[config.mk]
export PLATFORM = sky130hd
export DESIGN_NAME = fifo_reader_writer_lock_arbiter_core
export DESIGN_NICKNAME = d
export VERILOG_FILES = /design/src/frwl_pkg.sv /design/src/frwl_datapath.sv /design/src/frwl_ctrl.sv /design/src/fifo_reader_writer_lock_arbiter_core.sv
export SDC_FILE = /design/constraint.sdc
export NUM_CORES = 1
export LEC_CHECK = 0
export CORE_MARGIN = 8
export CORE_UTILIZATION = 45
export DETAILED_ROUTE_END_ITERATION = 10
export DONT_BUFFER_PORTS = 1
export GPL_ROUTABILITY_DRIVEN = 0
export HOLD_SLACK_MARGIN = 0.03
export PLACE_DENSITY_LB_ADDON = 0.3
export SETUP_SLACK_MARGIN = 0.4
export SYNTH_ARGS = -nofsm -noshare
export SYNTH_HDL_FRONTEND = slang
export SYNTH_SLANG_ARGS = --single-unit
[constraint.sdc]
create_clock -name clk -period 15.2 [get_ports clk]
set_input_delay 3.04 -clock clk [delete_from_list [all_inputs] [get_ports clk]]
set_output_delay 3.04 -clock clk [all_outputs]
set_load 0.01 [all_outputs]
[src/frwl_pkg.sv]
// ----------------------------------------------------------------------------
// frwl_pkg
// Shared types and codes for the first-come reader-writer lock arbiter.
// ----------------------------------------------------------------------------
package frwl_pkg;

  localparam int PACK_SLOTS  = 16;
  localparam int MAX_WAITERS = 255;

  localparam logic [2:0] MODE_READ_WAIT  = 3'd0;
  localparam logic [2:0] MODE_READ_TRY   = 3'd1;
  localparam logic [2:0] MODE_WRITE_WAIT = 3'd2;
  localparam logic [2:0] MODE_WRITE_TRY  = 3'd3;
  localparam logic [2:0] MODE_RELEASE    = 3'd4;
  localparam logic [2:0] MODE_CANCEL     = 3'd5;

  localparam logic [2:0] ST_GRANTED    = 3'd0;
  localparam logic [2:0] ST_QUEUED     = 3'd1;
  localparam logic [2:0] ST_BUSY       = 3'd2;
  localparam logic [2:0] ST_CLOSED     = 3'd3;
  localparam logic [2:0] ST_FULL       = 3'd4;
  localparam logic [2:0] ST_NOT_HELD   = 3'd5;
  localparam logic [2:0] ST_CANCELLED  = 3'd6;
  localparam logic [2:0] ST_BAD_TICKET = 3'd7;

  localparam logic [1:0] LOCK_FREE    = 2'd0;
  localparam logic [1:0] LOCK_WRITER  = 2'd1;
  localparam logic [1:0] LOCK_READERS = 2'd2;

  typedef enum logic [2:0] {
    S_IDLE,
    S_DROP,
    S_EXEC,
    S_GDROP,
    S_DONE
  } state_t;

  // controller to datapath
  typedef struct packed {
    logic load;      // capture request
    logic drop;      // pop head if empty
    logic exec;      // perform request
    logic gdrop;     // grant and drop around it
  } cmd_t;

  // datapath to controller
  typedef struct packed {
    logic head_empty;     // live head pack has no waiters
    logic need_drop;      // request needs a head drop first
    logic grant_pending;  // release still has to grant from the ring
    logic grant_open;     // head drops allowed around the grant
  } sts_t;

endpackage

[src/frwl_datapath.sv]
// ----------------------------------------------------------------------------
// frwl_datapath
// Lock state, pack ring and result registers of the arbiter.
// ----------------------------------------------------------------------------
module frwl_datapath import frwl_pkg::*; (
  input  logic       clk,
  input  logic       rst,
  input  logic       closed,
  input  logic [2:0] mode,
  input  logic [3:0] ticket,
  input  cmd_t       cmd,
  output sts_t       sts,
  output logic [2:0] status,
  output logic [3:0] queued_slot,
  output logic [1:0] lock_mode,
  output logic       grant_valid,
  output logic       grant_is_writer,
  output logic [3:0] grant_slot,
  output logic [7:0] grant_count,
  output logic [7:0] readers_holding
);

  localparam int SW = (PACK_SLOTS > 1) ? $clog2(PACK_SLOTS) : 1;
  localparam int FW = $clog2(PACK_SLOTS + 1);
  localparam int CW = $clog2(MAX_WAITERS + 1);

  logic [1:0]    lock_state;
  logic [CW-1:0] reader_count;
  logic          pack_is_writer     [PACK_SLOTS];
  logic [CW-1:0] pack_waiters       [PACK_SLOTS];
  logic          pack_first_granted [PACK_SLOTS];
  logic [SW-1:0] ring_head, ring_tail;
  logic [FW-1:0] ring_fill;
  logic [2:0]    req_mode;
  logic [3:0]    req_ticket;
  logic          do_grant;

  logic [SW-1:0] head_next, tail_next, last;
  logic          tail_match;

  function automatic logic [SW-1:0] incr(input logic [SW-1:0] s);
    logic [SW-1:0] r;
    if (s == SW'(PACK_SLOTS - 1)) r = '0;
    else r = s + 1'b1;
    return r;
  endfunction

  always_comb begin
    head_next = incr(ring_head);
    tail_next = incr(ring_tail);
    last = (ring_tail == '0) ? SW'(PACK_SLOTS - 1) : ring_tail - 1'b1;
    sts.head_empty    = (ring_fill != '0) && (pack_waiters[ring_head] == '0);
    sts.need_drop     = !closed &&
                        (req_mode == MODE_READ_WAIT || req_mode == MODE_READ_TRY);
    sts.grant_pending = do_grant && (ring_fill != '0);
    sts.grant_open    = do_grant || grant_valid;
    tail_match = 1'b0;
    if (req_mode == MODE_WRITE_WAIT)
      tail_match = pack_is_writer[last] && !pack_first_granted[last];
    else
      tail_match = !pack_is_writer[last];
  end

  logic [SW:0] off;
  logic        tick_ok;
  always_comb begin
    tick_ok = ({28'd0, req_ticket} < 32'(PACK_SLOTS));
    off = {1'b0, req_ticket[SW-1:0]} + (SW+1)'(PACK_SLOTS) - {1'b0, ring_head};
    if (off >= (SW+1)'(PACK_SLOTS)) off = off - (SW+1)'(PACK_SLOTS);
  end

  always_ff @(posedge clk) begin
    if (rst) begin
      lock_state   <= LOCK_FREE;
      reader_count <= '0;
      ring_head    <= '0;
      ring_tail    <= '0;
      ring_fill    <= '0;
      do_grant     <= 1'b0;
      grant_valid  <= 1'b0;
    end else begin
      if (cmd.load) begin
        req_mode        <= mode;
        req_ticket      <= ticket;
        status          <= ST_BAD_TICKET;
        queued_slot     <= '0;
        grant_valid     <= 1'b0;
        grant_is_writer <= 1'b0;
        grant_slot      <= '0;
        grant_count     <= '0;
        do_grant        <= 1'b0;
      end
      if (cmd.drop && sts.head_empty) begin
        ring_head <= head_next;
        ring_fill <= ring_fill - 1'b1;
      end
      if (cmd.gdrop) begin
        if (sts.head_empty && sts.grant_open) begin
          ring_head <= head_next;
          ring_fill <= ring_fill - 1'b1;
        end else if (sts.grant_pending) begin
          // grant from live head
          do_grant    <= 1'b0;
          grant_valid <= 1'b1;
          grant_slot  <= 4'(ring_head);
          if (pack_is_writer[ring_head]) begin
            pack_waiters[ring_head]       <= pack_waiters[ring_head] - 1'b1;
            pack_first_granted[ring_head] <= 1'b1;
            lock_state      <= LOCK_WRITER;
            grant_is_writer <= 1'b1;
            grant_count     <= 8'd1;
            if (pack_waiters[ring_head] == CW'(1)) begin
              ring_head <= head_next;
              ring_fill <= ring_fill - 1'b1;
            end
          end else begin
            lock_state   <= LOCK_READERS;
            reader_count <= pack_waiters[ring_head];
            grant_count  <= 8'(pack_waiters[ring_head]);
            ring_head    <= head_next;
            ring_fill    <= ring_fill - 1'b1;
          end
        end
      end
      if (cmd.exec) begin
        unique case (req_mode)
          MODE_READ_WAIT, MODE_READ_TRY: begin
            if (closed) status <= ST_CLOSED;
            else if (lock_state != LOCK_WRITER && ring_fill == '0) begin
              if (reader_count >= CW'(MAX_WAITERS)) status <= ST_BUSY;
              else begin
                reader_count <= reader_count + 1'b1;
                lock_state   <= LOCK_READERS;
                status       <= ST_GRANTED;
              end
            end else if (req_mode == MODE_READ_TRY) status <= ST_BUSY;
            else if (ring_fill != '0 && tail_match) begin
              if (pack_waiters[last] >= CW'(MAX_WAITERS)) status <= ST_FULL;
              else begin
                pack_waiters[last] <= pack_waiters[last] + 1'b1;
                status <= ST_QUEUED;
                queued_slot <= 4'(last);
              end
            end else if (ring_fill >= FW'(PACK_SLOTS)) status <= ST_FULL;
            else begin
              pack_is_writer[ring_tail]     <= 1'b0;
              pack_waiters[ring_tail]       <= CW'(1);
              pack_first_granted[ring_tail] <= 1'b0;
              ring_tail   <= tail_next;
              ring_fill   <= ring_fill + 1'b1;
              status      <= ST_QUEUED;
              queued_slot <= 4'(ring_tail);
            end
          end
          MODE_WRITE_WAIT, MODE_WRITE_TRY: begin
            if (closed) status <= ST_CLOSED;
            else if (lock_state == LOCK_FREE) begin
              lock_state <= LOCK_WRITER;
              status     <= ST_GRANTED;
            end else if (req_mode == MODE_WRITE_TRY) status <= ST_BUSY;
            else if (ring_fill != '0 && tail_match) begin
              if (pack_waiters[last] >= CW'(MAX_WAITERS)) status <= ST_FULL;
              else begin
                pack_waiters[last] <= pack_waiters[last] + 1'b1;
                status <= ST_QUEUED;
                queued_slot <= 4'(last);
              end
            end else if (ring_fill >= FW'(PACK_SLOTS)) status <= ST_FULL;
            else begin
              pack_is_writer[ring_tail]     <= 1'b1;
              pack_waiters[ring_tail]       <= CW'(1);
              pack_first_granted[ring_tail] <= 1'b0;
              ring_tail   <= tail_next;
              ring_fill   <= ring_fill + 1'b1;
              status      <= ST_QUEUED;
              queued_slot <= 4'(ring_tail);
            end
          end
          MODE_RELEASE: begin
            if (lock_state == LOCK_WRITER) begin
              lock_state <= LOCK_FREE;
              status     <= ST_GRANTED;
              do_grant   <= 1'b1;
            end else if (reader_count != '0) begin
              reader_count <= reader_count - 1'b1;
              status       <= ST_GRANTED;
              if (reader_count == CW'(1)) begin
                lock_state <= LOCK_FREE;
                do_grant   <= 1'b1;
              end
            end else status <= ST_NOT_HELD;
          end
          MODE_CANCEL: begin
            if (tick_ok && (FW'(off) < ring_fill) &&
                pack_waiters[req_ticket[SW-1:0]] != '0) begin
              pack_waiters[req_ticket[SW-1:0]] <=
                pack_waiters[req_ticket[SW-1:0]] - 1'b1;
              status <= ST_CANCELLED;
            end
          end
          default: ;
        endcase
      end
    end
  end

  assign lock_mode       = lock_state;
  assign readers_holding = 8'(reader_count);

endmodule

[src/frwl_ctrl.sv]
// ----------------------------------------------------------------------------
// frwl_ctrl
// Sequencer: capture, head drop, execute, grant with drops, result.
// ----------------------------------------------------------------------------
module frwl_ctrl import frwl_pkg::*; (
  input  logic clk,
  input  logic rst,
  input  logic start,
  input  sts_t sts,
  output cmd_t cmd,
  output logic busy,
  output logic done
);

  state_t state, state_next;

  always_ff @(posedge clk) begin
    if (rst) state <= S_IDLE;
    else state <= state_next;
  end

  always_comb begin
    state_next = state;
    unique case (state)
      S_IDLE:  if (start) state_next = S_DROP;
      S_DROP:  if (!(sts.need_drop && sts.head_empty)) state_next = S_EXEC;
      S_EXEC:  state_next = S_GDROP;
      S_GDROP: begin
        if (!sts.grant_pending && !(sts.grant_open && sts.head_empty))
          state_next = S_DONE;
      end
      S_DONE:  state_next = S_IDLE;
      default: state_next = S_IDLE;
    endcase
  end

  always_comb begin
    cmd  = '0;
    busy = (state != S_IDLE);
    done = 1'b0;
    unique case (state)
      S_IDLE:  cmd.load = start;
      S_DROP:  cmd.drop = sts.need_drop;
      S_EXEC:  cmd.exec = 1'b1;
      S_GDROP: cmd.gdrop = 1'b1;
      S_DONE:  done = 1'b1;
      default: ;
    endcase
  end

endmodule

[src/fifo_reader_writer_lock_arbiter_core.sv]
// ----------------------------------------------------------------------------
// fifo_reader_writer_lock_arbiter_core
// First-come reader-writer lock arbiter with a ring of waiter packs.
//
//   channel   ports                          handshake
//   request   mode, ticket                   start & !busy
//   result    status .. readers_holding      done (one cycle)
//   config    closed_data                    closed_valid & closed_ready
//
// Busy covers the drop, execute, grant and done states, and lasts longer for
// each emptied head pack dropped and when a release grants from the ring; done
// is high in the last of them and the next request is taken in the cycle after.
// Reset is synchronous and empties the ring and frees the lock.
// The result is shown for one cycle with done; it cannot be stalled.
// ----------------------------------------------------------------------------
module fifo_reader_writer_lock_arbiter_core import frwl_pkg::*; (
  input  logic       clk,
  input  logic       rst,
  input  logic       start,
  output logic       busy,
  input  logic [2:0] mode,
  input  logic [3:0] ticket,
  input  logic       closed_valid,
  output logic       closed_ready,
  input  logic       closed_data,
  output logic       done,
  output logic [2:0] status,
  output logic [3:0] queued_slot,
  output logic [1:0] lock_mode,
  output logic       grant_valid,
  output logic       grant_is_writer,
  output logic [3:0] grant_slot,
  output logic [7:0] grant_count,
  output logic [7:0] readers_holding
);

  cmd_t cmd;
  sts_t sts;
  logic closed;

  always_ff @(posedge clk) begin
    if (rst) closed <= 1'b0;
    else if (closed_valid && closed_ready) closed <= closed_data;
  end
  assign closed_ready = !busy;

  frwl_ctrl u_ctrl (
    .clk, .rst, .start, .sts, .cmd, .busy, .done
  );

  frwl_datapath u_dp (
    .clk, .rst, .closed, .mode, .ticket, .cmd, .sts,
    .status, .queued_slot, .lock_mode, .grant_valid, .grant_is_writer,
    .grant_slot, .grant_count, .readers_holding
  );

`ifndef NO_ASSERTIONS
  a_done_one: assert property (@(posedge clk) disable iff (rst) done |=> !done)
    else $error("done held");
  a_busy_done: assert property (@(posedge clk) disable iff (rst) done |-> busy)
    else $error("done while idle");
  a_grant_free: assert property (@(posedge clk) disable iff (rst)
    done && lock_mode == LOCK_FREE |-> readers_holding == 8'd0)
    else $error("readers while free");
`endif

endmodule

==> results.sh, run 1 <==
export IMPL_status="finished, final reports clean"
export IMPL_switching_power_uw=406.5
export IMPL_grt_max_degree=46
export IMPL_fillers=2741
export IMPL_drtIter0Drc=1266
export IMPL_yosys_warnings=0
export IMPL_antenna_found_initial=0
export IMPL_viasPerCell=6.721
export IMPL_pwr_share_comb_pct=13.7
export IMPL_swShare_pct=26.78
export IMPL_drv_slew=0
export IMPL_fin_hold_ws_ps=527.4
export IMPL_cap_violations=0
export IMPL_ys_ff_latch=220
export IMPL_cts_buffers=24
export IMPL_power_density_mw_per_mm2=98.29
export IMPL_grtUsageTotal_pct=21.82
export IMPL_clkTransAtPathRegs_ps=60
export IMPL_grt_pass1_vias=10339
export IMPL_layout_common_cells="edfxtp_1 (187), nand2_1 (143), mux4_2 (118)"
export IMPL_cts_resized=0
export IMPL_cts_tree="built"
export IMPL_end_kind="flop"
export IMPL_yosysUniqueCellTypes=96
export IMPL_wl_um=42100
export IMPL_cts_max_level=1
export IMPL_cp_num_buf_inv=1
export IMPL_clkLatencyLatePin_ps=530
export IMPL_synth_nets=1242
export IMPL_ant_nets=0
export IMPL_cts_setup_buffers=0
export IMPL_rows=65
export IMPL_synth_top_cell_by_area="edfxtp_1"
export IMPL_drc=0
export IMPL_wl_per_cell_um=26.36
export IMPL_power_share_sequential_pct=46.5
export IMPL_syn_area_mm2=0.01426
export IMPL_worstSetupStartpointType="primary input"
export IMPL_cp_required_ps=15340
export IMPL_tightest_slew_ps=1330
export IMPL_drive_gt1_share_pct=20.84
export IMPL_internal_power_uw=1111
export IMPL_area_growth_pct=8.293
export IMPL_pre_cts_ws_ps=7665
export IMPL_fp_dieW_um=194.0
export IMPL_fin_nets=1218
export IMPL_die_height_um=194.0
export IMPL_synth_edff_count=187
export IMPL_start_util_pct=45.42
export IMPL_period_needed_ps=7048
export IMPL_max_freq_mhz=141.9
export IMPL_hpwl_um=29910
export IMPL_crit_fanout=28
export IMPL_crit_path_cell_trace="nor2_1 -> and2_1 -> nand2_1 -> a211oi_2 -> inv_1 -> a2111oi_4 -> o21ai_1 -> nor3_1"
export IMPL_syn_inst=1202
export IMPL_min_period_over_period_pct=46.37
export IMPL_synthArstFlopShare_pct=0
export IMPL_antenna_cells=0
export IMPL_seq_area_frac_synth_pct=44.02
export IMPL_post_route_worst_setup_slack_ps=8152
export IMPL_cts_hold_buf=0
export IMPL_yosys_top_cells_area="edfxtp_1 (39%), mux4_2 (19%), dfxtp_1 (4.6%)"
export IMPL_ios=46
export IMPL_critPathKind="in -> reg"
export IMPL_ctsLongestPathBuffers=3
export IMPL_portBuffers=0
export IMPL_slowest_delay_ps=960
export IMPL_fin_util_pct=49.19
export IMPL_cp_top_family="simple AND/OR/NAND/NOR gates"
export IMPL_core_area_mm2=0.03139
export IMPL_overflow=0
export IMPL_final_common_cell="edfxtp_1"
export IMPL_relSlewSlack_pct=10.60
export IMPL_ff_latch_area_mm2=0.006282
export IMPL_synth_main_ff_cell="edfxtp_1"
export IMPL_rsz0062_at_grt="no"
export IMPL_cp_arrival_ps=7190
export IMPL_multi_input_area_mm2=0.007541
export IMPL_syn_area_per_cell_um2=11.86
export IMPL_die_area_mm2=0.03764
export IMPL_tns_ps=0
export IMPL_grt_pass1_wl_um=64400
export IMPL_leakagePower_uw=0.005123
export IMPL_setup_viol=0
export IMPL_hold_viol=0
export IMPL_fin_skew_ps=10.78
export IMPL_yosys_area_top_type_share_pct=39.38
export IMPL_cts_root_buf="clkbuf_16"
export IMPL_ir_drop_v=0.00007344
export IMPL_clock_power_share_pct=39.8
export IMPL_hold_class="reg -> reg"
export IMPL_num_vias=10733
export IMPL_firstDrtPassIters=6
export IMPL_cts_sinks=220
export IMPL_critPathSlowestCell="nor3_1"
Yosys cell counts, drive strengths merged (10+ instances only):
library cell    n
edfxtp        187
nand2b         11
ha             27
nand2         143
and2           14
nor2          102
dfxtp          33
nand3          41
clkbuf         29
a31oi          11
a211oi         13
o21ai          41
mux2i          28
buf            46
mux4          118
o22ai          11
o221ai         10
and3           11
a21oi          65
nor3           55
nor4           11
a21o           10
inv            31
xnor2          24
nor2b          10
worst paths after layout:
kind	end	start	cells after the start	slack, ps
max	u_dp.pack_waiters[3][0]$_DFFE_PP_	rst	8	8150
min	u_dp.ring_fill[1]$_SDFF_PP0_	u_dp.ring_fill[1]$_SDFF_PP0_	2	530
max reg2reg	u_dp.pack_waiters[3][0]$_DFFE_PP_	u_dp.ring_tail[0]$_SDFFE_PP0P_	12	8260
min reg2reg	u_dp.ring_fill[1]$_SDFF_PP0_	u_dp.ring_fill[1]$_SDFF_PP0_	2	530
stage by stage:
| step | std cells | power (uW) | instance area (um2) |
|---|---|---|---|
| floorplan | 1202 | 868.6 | 14260 |
| global placement | 1553 | 920.2 | 14620 |
| detailed placement | 1553 | 922.3 | 14620 |
| CTS | 1596 | 1521 | 15440 |
| global route | 1597 | 1565 | 15440 |
| finish | 1597 | 1518 | 15440 |
registers in the layout, summed over array words and instances, names as in the netlist, named ones only:
name                     flops
u_dp.lock_mode               2
u_dp.grant_slot              4
u_dp.req_mode                3
u_dp.ring_fill               5
u_dp.do_grant                1
u_dp.grant_valid             1
u_dp.ring_head               4
u_dp.queued_slot             4
u_ctrl.state                 3
u_dp.pack_waiters          128
u_dp.readers_holding         8
u_dp.pack_first_granted     16
u_dp.grant_is_writer         1
u_dp.grant_count             8
u_dp.pack_is_writer         16
u_dp.ring_tail               4
u_dp.req_ticket              4
u_dp.status                  3
closed                       1
area by class of cell:
type	instances	share of cell area [%]
clock buffer	31	4.530
tap	402	3.257
timing repair buffer	25	1.199
multi-input combinational	876	48.84
clock inverter	12	0.7374
inverter	31	0.7536
sequential	220	40.69
worst min-delay path: cells and delay by family (launching register included):
kind	cells	cell delay, ps
AOI/OAI and AO/OA	2	150
DFF	1	340
power by group through the flow:
stage	sequential, uW	combinational [uW]	clock, uW
after floorplan	699	170	0
after global placement	718	202	0
after detailed placement	718	204	0
after CTS	706	205	610
after global routing	709	227	629
final	706	209	603
layer usage:
metal	part of all wire (%)	vias to the layer above	track usage (%)
met5	0	-	0
met2	45	601	33.78
li1	-	4662	-
met3	9.7	103	4.582
met1	40	5367	29.20
met4	5.1	0	9.873
kinds of logic after synthesis:
kind of cell    after synthesis  synth area share, %
xor+xnor                     28                1.720
compound gates              233                12.16
fa+ha+maj                    28                2.510
buf+inv                     106                3.677
flops                       220                44.02
simple gates                433                14.71
other cells                   1              0.02630
mux                         153                21.18
No activity file was read; power rests on OpenSTA's default activity.
==> run 2, diff against run 1 <==
- clock period: 15.2 -> 6.05 ns (I/O delays scaled with it)
==> results.sh, run 2 (same netlist as run 1, synthesis figures left out) <==
export IMPL_status="finished, final reports clean"
export IMPL_cts_setup_buffers=0
export IMPL_portBuffers=0
export IMPL_drive_gt1_share_pct=21.66
export IMPL_fillers=2752
export IMPL_critPathSlowestCell="ha_1"
export IMPL_slowest_delay_ps=570
export IMPL_cts_tree="built"
export IMPL_reg2reg_from="u_dp.ring_tail[1]$_SDFFE_PP0P_"
export IMPL_worstSetupStartpointType="flop"
export IMPL_ctsLongestPathBuffers=3
export IMPL_multi_input_area_mm2=0.007516
export IMPL_rsz0062_at_grt="no"
export IMPL_core_area_mm2=0.03139
export IMPL_start_util_pct=45.42
export IMPL_cts_root_buf="clkbuf_16"
export IMPL_power_density_mw_per_mm2=247.5
export IMPL_grtUsageTotal_pct=21.73
export IMPL_drc=0
export IMPL_r2r_cells=14
export IMPL_crit_path_cell_trace="inv_1 -> ha_1 -> inv_2 -> buf_4 -> mux4_2 -> mux2i_1 -> mux2i_1 -> ha_1 -> o2111ai_2 -> nand3_4 -> o41ai_2 -> nor2_2 -> nor4_2 -> buf_4"
export IMPL_clkTransAtPathRegs_ps=60
export IMPL_leakagePower_uw=0.005233
export IMPL_num_vias=10770
export IMPL_end_kind="flop"
export IMPL_drtIter0Drc=1402
export IMPL_setup_viol=0
export IMPL_ff_latch_area_mm2=0.006282
export IMPL_viasPerCell=6.665
export IMPL_holdCritStartpoint="u_dp.ring_fill[1]$_SDFF_PP0_"
export IMPL_cap_violations=0
export IMPL_top_regs="u_dp.pack_waiters x128, u_dp.pack_first_granted x16, u_dp.pack_is_writer x16"
export IMPL_cts_buffers=24
export IMPL_grt_max_degree=38
export IMPL_wl_um=41940
export IMPL_rows=65
export IMPL_hold_path_endpoint="u_dp.ring_fill[1]$_SDFF_PP0_"
export IMPL_regMostFlops="u_dp.pack_waiters"
export IMPL_pre_cts_ws_ps=928.5
export IMPL_wl_per_cell_um=25.95
export IMPL_ir_drop_v=0.0002269
export IMPL_reg2reg_slack_ps=900
export IMPL_ios=46
export IMPL_largest_reg_flops=128
export IMPL_fin_nets=1236
export IMPL_tightest_slew_ps=1222
export IMPL_min_period_over_period_pct=85.16
export IMPL_crit_fanout=37
export IMPL_layout_common_cells="edfxtp_1 (187), nand2_1 (143), mux4_2 (118)"
export IMPL_hpwl_um=30090
export IMPL_cts_max_level=1
export IMPL_ant_nets=0
export IMPL_cp_required_ps=6290
export IMPL_tns_ps=0
export IMPL_grt_pass1_wl_um=64180
export IMPL_cp_top_family="buffers and inverters"
export IMPL_hold_viol=0
export IMPL_post_route_worst_setup_slack_ps=897.8
export IMPL_hold_class="reg -> reg"
export IMPL_critPathKind="reg -> reg"
export IMPL_cts_resized=0
export IMPL_drv_slew=0
export IMPL_final_cell_area_mm2=0.01560
export IMPL_firstDrtPassIters=6
export IMPL_antenna_cells=0
export IMPL_fin_skew_ps=21.00
export IMPL_fp_dieW_um=194.0
export IMPL_overflow=0
export IMPL_clkLatencyLatePin_ps=540
export IMPL_area_growth_pct=9.425
export IMPL_place_area_mm2=0.01475
export IMPL_period_needed_ps=5152
export IMPL_final_common_cell="edfxtp_1"
export IMPL_die_area_mm2=0.03764
export IMPL_cts_hold_buf=0
export IMPL_holdPathStages=2
export IMPL_cp_arrival_ps=5390
export IMPL_grt_pass1_vias=10306
export IMPL_antenna_found_initial=1
export IMPL_max_freq_mhz=194.1
export IMPL_relSlewSlack_pct=18.51
export IMPL_cp_num_buf_inv=4
export IMPL_die_height_um=194.0
export IMPL_worstReg2RegEnd="u_dp.pack_waiters[9][6]$_DFFE_PP_"
export IMPL_cts_sinks=220
==> run 2: layer usage <==
metal | up-vias | GRT usage [%] | routed length, um
li1 | 4693 | - | -
met1 | 5339 | 28.55 | 16560
met2 | 590 | 34.55 | 19260
met3 | 146 | 4.339 | 3922
met4 | 2 | 9.562 | 2180
met5 | - | 0 | 15
==> run 2: worst max-delay path by stage <==
stage               cells after the start                            from                                 end
floorplan                              18  u_dp.ring_tail[0]$_SDFFE_PP0P_  u_dp.pack_waiters[13][0]$_DFFE_PP_
global placement                       13  u_dp.ring_tail[1]$_SDFFE_PP0P_   u_dp.pack_waiters[6][1]$_DFFE_PP_
detailed placement                     13  u_dp.ring_tail[1]$_SDFFE_PP0P_   u_dp.pack_waiters[5][1]$_DFFE_PP_
CTS                                    13  u_dp.ring_tail[1]$_SDFFE_PP0P_  u_dp.pack_waiters[10][0]$_DFFE_PP_
global route                           13  u_dp.ring_tail[1]$_SDFFE_PP0P_   u_dp.pack_waiters[1][1]$_DFFE_PP_
finish                                 14  u_dp.ring_tail[1]$_SDFFE_PP0P_   u_dp.pack_waiters[9][6]$_DFFE_PP_
==> run 2: power breakdown <==
group | switching [uW] | leakage [uW] | internal (uW)
registers | 104 | 0.00205 | 1680
clock network | 610 | 0.000412 | 962
logic | 292 | 0.00277 | 213
==> run 2: worst reg2reg max path, cell delays in order, from the launching register on <==
cell and delay (ps):
dfxtp_1 490, inv_1 200, ha_1 570, inv_2 290, buf_4 530, mux4_2 420, mux2i_1 180, mux2i_1 160
ha_1 320, o2111ai_2 200, nand3_4 230, o41ai_2 530, nor2_2 150, nor4_2 330, buf_4 260
==> run 2: layout make-up <==
cell class / count / area share [%]
clock buffers: 34 / 4.411
well taps: 402 / 3.224
inverters: 31 / 0.7458
clock inverters: 10 / 1.034
flip-flops and latches: 220 / 40.26
multi-input cells: 876 / 48.17
repair buffers: 43 / 2.149
==> run 2: metrics by stage <==
stage / instances / hold slack (ps) / power (uW) / utilization, %
3_3_place_gp: 1572 / 520.4 / 2307 / 46.99
2_1_floorplan: 1202 / 483.7 / 2182 / -
5_1_grt: 1616 / 572.0 / 3996 / 49.70
3_5_place_dp: 1572 / 528.4 / 2314 / 46.99
6_report: 1616 / 531.8 / 3862 / 49.70
4_1_cts: 1616 / 537.2 / 3878 / 49.70
